File: config.mk
export PLATFORM = sky130hd
export DESIGN_NAME = blockwise_crc32_checker_unit
export DESIGN_NICKNAME = d
export VERILOG_FILES = /design/src/design/bcrc_pkg.sv /design/src/design/bcrc_rsp_buffer.sv /design/src/design/blockwise_crc32_checker_unit.sv
export SDC_FILE = /design/constraint.sdc
export NUM_CORES = 1
export LEC_CHECK = 0
export BUFFER_PORTS_ARGS = -buffer_cell sky130_fd_sc_hd__buf_4
export CELL_PAD_IN_SITES_DETAIL_PLACEMENT = 1
export CELL_PAD_IN_SITES_GLOBAL_PLACEMENT = 1
export CORE_MARGIN = 8
export CORE_UTILIZATION = 30
export CTS_CLUSTER_DIAMETER = 80
export DETAILED_ROUTE_END_ITERATION = 16
export PLACE_DENSITY = 0.56
export SYNTH_ARGS = -nofsm -noshare
export SYNTH_HDL_FRONTEND = slang
export SYNTH_SLANG_ARGS = --single-unit
File: constraint.sdc
create_clock -name clock -period 6.75 [get_ports clock]
set_input_delay 1.0125 -clock clock [delete_from_list [all_inputs] [get_ports clock]]
set_output_delay 1.0125 -clock clock [all_outputs]
set_load 0.05 [all_outputs]
File: src/design/bcrc_pkg.sv
// ---------------------------------------------------------------------------
// Blockwise CRC-32 checker package
// Beat types, register indexes, constants and the byte-wise CRC update.
// ---------------------------------------------------------------------------
package bcrc_pkg;

   localparam logic [31:0] CRC_POLY        = 32'h04C1_1DB7;
   localparam logic [31:0] ZERO_CRC_SUBST  = 32'h5B63_7EB3;
   localparam logic [15:0] DEFAULT_BLK_LEN = 16'd4096;

   typedef enum logic {
      CSR_BLOCK_LENGTH    = 1'b0,
      CSR_ZERO_SUBSTITUTE = 1'b1
   } csr_index_type;

   typedef struct packed {
      logic [7:0]  data_byte;
      logic        end_of_data;
      logic [31:0] expected_crc;
   } req_payload_type;

   typedef struct packed {
      logic [31:0] block_crc;
      logic [15:0] block_number;
      logic        crc_match;
      logic        final_block;
   } rsp_payload_type;

   // MSB-first, one bit per step
   function automatic logic [31:0] crc_byte(input logic [31:0] crc, input logic [7:0] data);
      logic [31:0] c;
      c = crc ^ {data, 24'h000000};
      for (int b = 0; b < 8; b++) begin
         if (c[31]) begin
            c = {c[30:0], 1'b0} ^ CRC_POLY;
         end else begin
            c = {c[30:0], 1'b0};
         end
      end
      return c;
   endfunction

endpackage

File: src/design/bcrc_rsp_buffer.sv
// ---------------------------------------------------------------------------
// Blockwise CRC-32 checker result buffer
// Output register with one skid entry; full only when both are occupied.
// ---------------------------------------------------------------------------
module bcrc_rsp_buffer (
   input  logic                      clock,
   input  logic                      reset,
   input  logic                      push,
   input  bcrc_pkg::rsp_payload_type push_data,
   output logic                      full,
   output logic                      rsp_valid,
   input  logic                      rsp_stall,
   output bcrc_pkg::rsp_payload_type rsp_payload
);
   import bcrc_pkg::*;

   logic            out_valid_ff;
   logic            skid_valid_ff;
   rsp_payload_type out_data_ff;
   rsp_payload_type skid_data_ff;

   always_ff @(posedge clock) begin
      if (reset) begin
         out_valid_ff  <= 1'b0;
         skid_valid_ff <= 1'b0;
      end else begin
         if (!out_valid_ff || !rsp_stall) begin
            if (skid_valid_ff) begin
               out_valid_ff  <= 1'b1;
               out_data_ff   <= skid_data_ff;
               skid_valid_ff <= push;
               skid_data_ff  <= push_data;
            end else begin
               out_valid_ff <= push;
               out_data_ff  <= push_data;
            end
         end else if (push) begin
            skid_valid_ff <= 1'b1;
            skid_data_ff  <= push_data;
         end
      end
   end

   assign full        = skid_valid_ff;
   assign rsp_valid   = out_valid_ff;
   assign rsp_payload = out_data_ff;

endmodule

File: src/design/blockwise_crc32_checker_unit.sv
// ---------------------------------------------------------------------------
// Blockwise CRC-32 checker
// Result: on acceptance, a closing beat's result is registered in the result buffer.
// Throughput: one byte beat per cycle; the running CRC is one byte-wide
// update between the state registers. Stalls only when two results wait.
// Reset: synchronous, active high; block length 4096, no substitution.
// ---------------------------------------------------------------------------
module blockwise_crc32_checker_unit (
   input  logic                      clock,
   input  logic                      reset,
   input  logic                      req_valid,
   output logic                      req_stall,
   input  bcrc_pkg::req_payload_type req_payload,
   output logic                      rsp_valid,
   input  logic                      rsp_stall,
   output bcrc_pkg::rsp_payload_type rsp_payload,
   input  logic                      csr_write_enable,
   input  logic                      csr_index,
   input  logic [15:0]               csr_write_data
);
   import bcrc_pkg::*;

   logic [15:0]     blk_len_ff;
   logic            zero_sub_ff;
   logic [31:0]     crc_ff;
   logic [31:0]     crc_in;
   logic [15:0]     count_ff;
   logic [15:0]     blk_idx_ff;
   logic [16:0]     count_next;
   logic [16:0]     limit;
   logic            accept;
   logic            close;
   logic [31:0]     crc_out;
   logic            buf_full;
   rsp_payload_type result;

   assign accept     = req_valid && !req_stall;
   assign crc_in     = crc_byte(crc_ff, req_payload.data_byte);
   assign count_next = {1'b0, count_ff} + 17'd1;
   assign limit      = (blk_len_ff == 16'd0) ? 17'h10000 : {1'b0, blk_len_ff};
   assign close      = req_payload.end_of_data || (count_next >= limit);

   always_comb begin
      crc_out = crc_in;
      if (zero_sub_ff && (crc_in == 32'd0)) begin
         crc_out = ZERO_CRC_SUBST;
      end
      result.block_crc    = crc_out;
      result.block_number = blk_idx_ff;
      result.crc_match    = (crc_out == req_payload.expected_crc);
      result.final_block  = req_payload.end_of_data;
   end

   always_ff @(posedge clock) begin
      if (reset) begin
         blk_len_ff  <= DEFAULT_BLK_LEN;
         zero_sub_ff <= 1'b0;
         crc_ff      <= 32'd0;
         count_ff    <= 16'd0;
         blk_idx_ff  <= 16'd0;
      end else begin
         if (csr_write_enable) begin
            unique case (csr_index_type'(csr_index))
               CSR_BLOCK_LENGTH:    blk_len_ff  <= csr_write_data;
               CSR_ZERO_SUBSTITUTE: zero_sub_ff <= csr_write_data[0];
               default: ;
            endcase
         end
         if (accept) begin
            if (close) begin
               crc_ff     <= 32'd0;
               count_ff   <= 16'd0;
               blk_idx_ff <= req_payload.end_of_data ? 16'd0 : blk_idx_ff + 16'd1;
            end else begin
               crc_ff   <= crc_in;
               count_ff <= count_next[15:0];
            end
         end
      end
   end

   assign req_stall = buf_full;

   bcrc_rsp_buffer u_rsp_buffer (
      .clock       (clock),
      .reset       (reset),
      .push        (accept && close),
      .push_data   (result),
      .full        (buf_full),
      .rsp_valid   (rsp_valid),
      .rsp_stall   (rsp_stall),
      .rsp_payload (rsp_payload)
   );

endmodule

==> impl_summary.txt, run 1 <==
----------------------------------------------------
[Yosys]
  Per-instance average area after synthesis ... 10.6 um^2
  Post-synthesis simple-gate area fraction ... around 17%
  Fraction of synthesized cell area taken by the top area cell type ... a little under a third
  Largest area contributor in the synthesized netlist ... edfxtp_1
  Multiplexer fraction of the synthesized cell area ... between 6 and 7%
  Yosys warns ... 0
  Most instantiated flip-flop cell in the synthesis netlist ... edfxtp_1
  Fraction of synthesized cell area in xor and xnor cells ... between 10 and 15%
  Adder and majority gate portion of the synthesized area ... 2.65%
  Gate Count Post-Synth ... between 800 and 900
  Biggest area contributors in the synthesized netlist ... edfxtp_1 32%, dfxtp_1 18%, xnor2_1 5.8%
  Dominant combinational cell family by area after synthesis ... simple AND/OR/NAND/NOR gates
  FF+latch count, synth ... approximately 180
  Fraction of registers with async set/reset ... 0%
  Area of the mapped netlist ... approximately 0.0094 mm^2
  Number of flops mapped to enable cells by yosys ... 100
  Nets in the synthesized netlist ... 970
  Synthesized-area fraction occupied by ao, oa, aoi and oai cells ... 7.67%
  Synth unique cells ... 65
  Portion of the post-synthesis area used by sequential elements ... about 49%

[Timing]
  Final Critical Period ... 5.47 ns
  Worst Skew ... 0.0157 ns
  Peak clock frequency supported by timing ... approximately 180 MHz
  Count of final setup violators ... 0
  Total negative setup slack ... 0 ns
  Period utilization ... 81.0%
  Worst path setup slack after routing ... 1.28 ns
  Transition time at the pin with the least slew margin ... around 1.1 ns
  Relative max-transition margin ... between 20% and 30%
  Setup repair after global routing missed its margin ... false
  Final count of hold timing violations ... 0
  Slew Viols, Final ... 0

[Clock tree]
  H-tree levels ... 4
  Number of buffers added for setup after CTS ... 0
  Hold-fix buffers at CTS ... 0
  Quantity of gates resized following cts ... 0
  Insertion delay of the later-clocked pin in the worst-skew pair ... between 0.4 and 0.5 ns
  Number of sinks on the clock net ... ~180
  Clk buf depth ... 2
  TritonCTS Buffers ... 17
  Master cell of the clock root buffer ... clkbuf_16
  Clock transition at the register clock pins on the worst setup and hold paths after CTS ... around 0.080 ns
  TritonCTS clock tree ... yes

[Pwr]
  Total power divided by cell area ... 381 mW/mm^2
  Switching power share of the total ... 40.3%
  Part of the power in registers ... approximately a third
  P_int ... approximately 2600 uW
  Standby leakage power ... between 0.004 and 0.005 uW
  Combinational power share ... ~43%
  Proportion of power drawn by the clock network ... a little under a quarter
  Peak VDD IR ... 139 uV
  P_sw ... around 1700 uW

[GRT]
  Global-route wire length before repair ... between 40000 and 50000 um
  Total congestion overflow after global routing ... 0
  Antenna violations before repair ... 0
  Via count of the first global-routing pass ... approximately 7300
  Largest net degree at the start of global routing ... a little under 80
  Total Routing Usage GR ... about 14%

[Cells and area]
  Layout net count ... 1069
  Most common library cell in the layout ignoring fill and taps ... buf_4
  Synth-to-layout area growth ... 20.0%
  Most frequent cells in the layout ... 121 x buf_4, 118 x nand2_1, 100 x edfxtp_1
  Finished Core Util ... a little over a third
  Share of final-layout standard cells stronger than drive strength 1 ... between 20% and 30%
  Number of inserted diodes ... 0

[Floorplanning]
  Core Box Area ... 0.0313 mm^2
  Horizontal die dimension ... between 150 and 200 um
  Number of standard-cell rows in the floorplan ... 65
  DIE AREA ... between 0.03 and 0.04 mm^2
  Initial Utilization ... between 30% and 40%
  I/O pin cnt ... 115
  Vertical die dimension ... 193 um

[Setup path]
  Cell Chain, Critical Path ... ha_1 > nand3_1 > nor2_1 > and3_1 > and3_1 > and3_1 > and3_1 > xnor2_1 > ha_1 > nand4_1 > o41ai_1 > nor3_1 > nor2_1 > o41ai_2 > buf_4 > nor3_1 > nand3_1 > a21oi_4 > buf_12
  Critical path endpoint category ... flip-flop
  Worst setup path class ... flip-flop to flip-flop
  R2R setup slack ... ~1.3 ns
  Critical Path AT ... about 5.6 ns
  Worst-path cell with the longest stage delay ... a21oi_4
  Largest stage delay, worst path ... between 0.5 and 0.6 ns
  Startpoint types ... flip-flop
  CP required ... about 7 ns
  Critical path peak fanout ... 34
  Most numerous cell on the critical path ... and3_1

[Placement]
  Setup Slack @ Placement ... 1.32 ns
  Placed wire-length estimate after detailed placement ... ~19000 um
  Port-buffer cells ... 114
  Final estimated routing congestion in global placement ... between 0.8 and 0.9

[Drt]
  Detailed-route wire length ... between 20000 and 30000 um
  Wirelength per Cell ... 18.7 um
  Count of routing violations after the opening detailed-route iteration ... between 200 and 300
  ANT nets after route ... 0
  Via-per-instance ratio ... 4.87
  DRC violation count after routing ... 0
  Via count ... about 7000
  Detailed-routing iteration count for the pre-antenna-repair pass ... 4

[Worst hold path]
  Class of the tightest hold or removal check ... flip-flop to flip-flop

[Job]
  # Max-Cap Violations ... 0

[Run status]
  Status ... completed

----------------------------------------------------
through the flow:
step | total power [uW] | hold slack, ns | cells | cell area [um^2]
5_1_grt | 4540 | 0.488 | 1401 | 11300
6_report | 4320 | 0.466 | 1401 | 11300
3_3_place_gp | 3340 | 0.446 | 1369 | 10700
4_1_cts | 4370 | 0.470 | 1401 | 11300
3_5_place_dp | 3340 | 0.454 | 1369 | 10700
2_1_floorplan | 2760 | 0.432 | 887 | 9450
Yosys cell counts, types with 12 or more instances:
cell type  instances
a21oi_1           52
a31oi_1           12
and3_1            12
clkbuf_1          38
dfxtp_1           83
edfxtp_1         100
ha_1              20
inv_1             30
mux2_2            48
nand2_1          118
nand3_1           47
nand4_1           15
nor2_1            59
nor3_1            14
nor4_1            13
xnor2_1           63
xnor3_1           12
xor2_1            34
worst max-delay path, delay by kind of cell, from the launching register on:
| family | cells | cell delay (ns) |
|---|---|---|
| and+or+nand+nor | 11 | 2.41 |
| AOI/OAI and AO/OA | 3 | 1.18 |
| adders and majority gates | 2 | 0.55 |
| buffers and inverters | 2 | 0.50 |
| DFF | 1 | 0.39 |
| xor gates and xnor gates | 1 | 0.09 |
registers in the layout (all words and copies together) (netlist names):
signal / flops
blk_idx_ff: 16
u_rsp_buffer.rsp_payload: 50
zero_sub_ff: 1
u_rsp_buffer.skid_data_ff: 50
count_ff: 16
crc_ff: 32
u_rsp_buffer.rsp_valid: 1
blk_len_ff: 16
u_rsp_buffer.full: 1
power by group through the flow:
| stage | logic [uW] | registers (uW) | clock network (uW) |
|---|---|---|---|
| 2_1_floorplan | 972 | 1790 | 0 |
| 3_3_place_gp | 1840 | 1490 | 0 |
| 3_5_place_dp | 1840 | 1500 | 0 |
| 4_1_cts | 1850 | 1470 | 1040 |
| 5_1_grt | 1970 | 1490 | 1080 |
| 6_report | 1830 | 1470 | 1010 |
area by class of cell:
class / instances / area [um^2]
Multi-Input combinational cell: 631 / 4530
Timing Repair Buffer: 122 / 928
Clock buffer: 18 / 439
Inverter: 31 / 116
Fill cell: 3460 / 20000
Clock inverter: 14 / 150
Tap cell: 402 / 503
Sequential cell: 183 / 4670
cells by family (layout without fill, tap and decap cells):
kind of cell | Yosys count | after routing
xor+xnor | 120 | 120
compound gates | 115 | 115
fa+ha+maj | 20 | 20
mux | 54 | 54
simple gates | 322 | 322
flops | 183 | 183
buf+inv | 73 | 185
path summary, 6_finish.rpt:
path	start	end	cells past startpoint
min reg2reg	crc_ff[22]	crc_ff[22]	2
max	count_ff[0]	u_rsp_buffer.skid_data_ff[36]	19
min	crc_ff[22]	crc_ff[22]	2
max reg2reg	count_ff[0]	u_rsp_buffer.skid_data_ff[36]	19
layer usage:
metal  vias up  wire length (um)  share of wire (%)  track usage (%)
met5         -                 0                  0                0
met4         0               418                1.6             4.30
met3        23               855                3.3             2.48
met2       102             11900                 45             21.7
met1      3329             13000                 50             19.6
li1       3365                 -                  -                -
Note: power is estimated with default switching activity, not from simulation.
==> inputs of run 2 (changes only) <==
- PLACE_DENSITY: 0.56 -> 0.54
- clock period: 6.75 -> 5.5 ns (I/O delays scaled with it)
==> run 2 against run 1 <==
  * Via count up 0.53%
  * Core utilization up 0.23 points
  * Total power up 24%
  * Register-to-register slack worse by 0.62 ns
  * Maximum frequency up 13%
  * Clock skew up 0.00086 ns
==> impl_summary.txt, run 2 (synthesis results as in run 1) <==
----------------------------------------------------
[Floorplanning]
  Number of standard-cell rows in the floorplan ... 65 (unchanged)
  Horizontal die dimension ... 193 um (unchanged)
  Initial Utilization ... 30.2% (unchanged)
  DIE AREA ... 0.0374 mm^2 (unchanged)
  Core Box Area ... 0.0313 mm^2 (unchanged)
  I/O pin cnt ... 115 (unchanged)
  Vertical die dimension ... 193 um (unchanged)

[Cells and area]
  Most common library cell in the layout ignoring fill and taps ... buf_4 (unchanged)
  Layout net count ... 1079 (was 1069)
  Number of inserted filler cells in the final layout ... 3461 (was 3460)
  Most frequent cells in the layout ... 131 x buf_4, 118 x nand2_1, 100 x edfxtp_1 (was 121 x buf_4, 118 x nand2_1, 100 x edfxtp_1)
  Synth-to-layout area growth ... 20.8% (was 20.0%)
  Number of inserted diodes ... 0 (unchanged)
  Share of final-layout standard cells stronger than drive strength 1 ... 23.0% (was 22.3%)

[Clock tree]
  Master cell of the clock root buffer ... clkbuf_16 (unchanged)
  Number of buffers added for setup after CTS ... 0 (unchanged)
  Insertion delay of the later-clocked pin in the worst-skew pair ... 0.43 ns (was 0.44 ns)
  Number of sinks on the clock net ... 183 (unchanged)
  Quantity of gates resized following cts ... 0 (unchanged)
  Hold-fix buffers at CTS ... 0 (unchanged)
  Clk buf depth ... 2 (unchanged)
  TritonCTS Buffers ... 17 (unchanged)
  Clock transition at the register clock pins on the worst setup and hold paths after CTS ... 0.08 ns (about the same)
  H-tree levels ... 4 (unchanged)
  TritonCTS clock tree ... yes (unchanged)

[GRT]
  Global-route wire length before repair ... 43000 um (was 41800 um)
  Total Routing Usage GR ... 14.4% (was 14.0%)
  Via count of the first global-routing pass ... 7263 (was 7292)
  Antenna violations before repair ... 2 (was 0)
  Total congestion overflow after global routing ... 0 (unchanged)
  Largest net degree at the start of global routing ... 70 (was 77)

[Job]
  # Max-Cap Violations ... 0 (unchanged)

[Pwr]
  Switching power share of the total ... 39.8% (was 40.3%)
  Peak VDD IR ... 220 uV (was 139 uV)
  Part of the power in registers ... 33.6% (was 34.1%)
  Proportion of power drawn by the clock network ... 23.2% (was 23.4%)
  Combinational power share ... 43.1% (was 42.5%)
  P_sw ... 2140 uW (was 1740 uW)
  Total power divided by cell area ... 471 mW/mm^2 (was 381 mW/mm^2)
  Standby leakage power ... 0.00431 uW (was 0.00427 uW)
  P_int ... 3230 uW (was 2580 uW)

[Timing]
  Worst Skew ... 0.0165 ns (was 0.0157 ns)
  Peak clock frequency supported by timing ... 207 MHz (was 183 MHz)
  Setup repair after global routing missed its margin ... false (unchanged)
  Final Critical Period ... 4.84 ns (was 5.47 ns)
  Count of final setup violators ... 0 (unchanged)
  Slew Viols, Final ... 0 (unchanged)
  Relative max-transition margin ... 26.8% (was 23.3%)
  Total negative setup slack ... 0 ns (unchanged)
  Worst path setup slack after routing ... 0.662 ns (was 1.28 ns)
  Period utilization ... 88.0% (was 81.0%)
  Transition time at the pin with the least slew margin ... 1.10 ns (was 1.15 ns)
  Final count of hold timing violations ... 0 (unchanged)

[Setup path]
  R2R setup slack ... 0.66 ns (was 1.28 ns)
  Worst setup path class ... flip-flop to flip-flop (unchanged)
  CP required ... 5.61 ns (was 6.87 ns)
  Critical path endpoint category ... flip-flop (unchanged)
  Critical path peak fanout ... 50 (was 34)
  Critical Path AT ... 4.94 ns (was 5.59 ns)
  Startpoint types ... flip-flop (unchanged)
  Worst-case reg-to-reg path depth ... 20 (was 19)

[Drt]
  ANT nets after route ... 0 (unchanged)
  Via count ... 6855 (was 6819)
  Wirelength per Cell ... 19.1 um (was 18.7 um)
  Count of routing violations after the opening detailed-route iteration ... 341 (was 272)
  Detailed-route wire length ... 27000 um (was 26100 um)
  Detailed-routing iteration count for the pre-antenna-repair pass ... 5 (was 4)
  DRC violation count after routing ... 0 (unchanged)
  Via-per-instance ratio ... 4.86 (was 4.87)

[Placement]
  Final estimated routing congestion in global placement ... 0.862 (was 0.807)
  Setup Slack @ Placement ... 0.640 ns (was 1.32 ns)
  Placed wire-length estimate after detailed placement ... 19600 um (was 18800 um)
  Port-buffer cells ... 114 (unchanged)

[Worst hold path]
  Class of the tightest hold or removal check ... flip-flop to flip-flop (unchanged)
  Number of instances on the worst hold path ... 2 (unchanged)

[Run status]
  Status ... completed (unchanged)

----------------------------------------------------
==> run 2: power by group through the flow <==
stage                     registers (uW)  clock network (uW)  logic, uW
after global routing                1830                1350       2490
after CTS                           1810                1290       2340
after global placement              1840                   0       2310
final                               1800                1250       2320
after detailed placement            1840                   0       2330
after floorplan                     2200                   0       1190
==> run 2: area by class of cell <==
cell class	instances	area, um^2	area share (%)
inverter	31	116	1.02
tap	402	503	4.41
sequential	183	4670	40.9
clock buffer	18	429	3.76
timing repair buffer	132	1000	8.80
clock inverter	14	158	1.38
multi-input combinational	631	4530	39.7
==> run 2: path summary, 6_finish.rpt <==
check,from,to
worst max-delay path,count_ff[0],u_rsp_buffer.skid_data_ff[36]
worst min-delay path,crc_ff[22],crc_ff[22]
worst max register to register,count_ff[0],u_rsp_buffer.skid_data_ff[36]
worst min register to register,crc_ff[22],crc_ff[22]
==> run 2: through the flow <==
stage	util, %	instance area, um^2	total power [uW]	hold slack [ns]	std cells
2_1_floorplan	-	9450	3390	0.432	887
3_3_place_gp	34.6	10800	4150	0.443	1379
3_5_place_dp	34.6	10800	4170	0.451	1379
4_1_cts	36.4	11400	5440	0.461	1411
5_1_grt	36.4	11400	5660	0.480	1411
6_report	36.4	11400	5370	0.458	1411
==> run 2: critical path, cell delays in order (launching register included) <==
cell and delay, ns:
dfxtp_1 0.39, ha_1 0.24, nand3_1 0.17, nor2_1 0.27, and3_1 0.26, and3_1 0.24, and3_1 0.25, and3_1 0.25
xnor2_1 0.09, ha_1 0.30, nand4_1 0.10, o41ai_1 0.52, nor3_1 0.09, nor2_1 0.13, o41ai_2 0.09, buf_4 0.19
nor3_1 0.14, buf_4 0.17, nand3_1 0.12, a21oi_4 0.17, buf_12 0.28
==> run 2: metal layers <==
layer / up-vias / track usage, % / share of wire (%)
li1: 3389 / - / -
met1: 3332 / 19.7 / 49
met2: 111 / 23.4 / 46
met3: 21 / 2.34 / 3.2
met4: 2 / 3.96 / 1.2
met5: - / 0 / 0.048
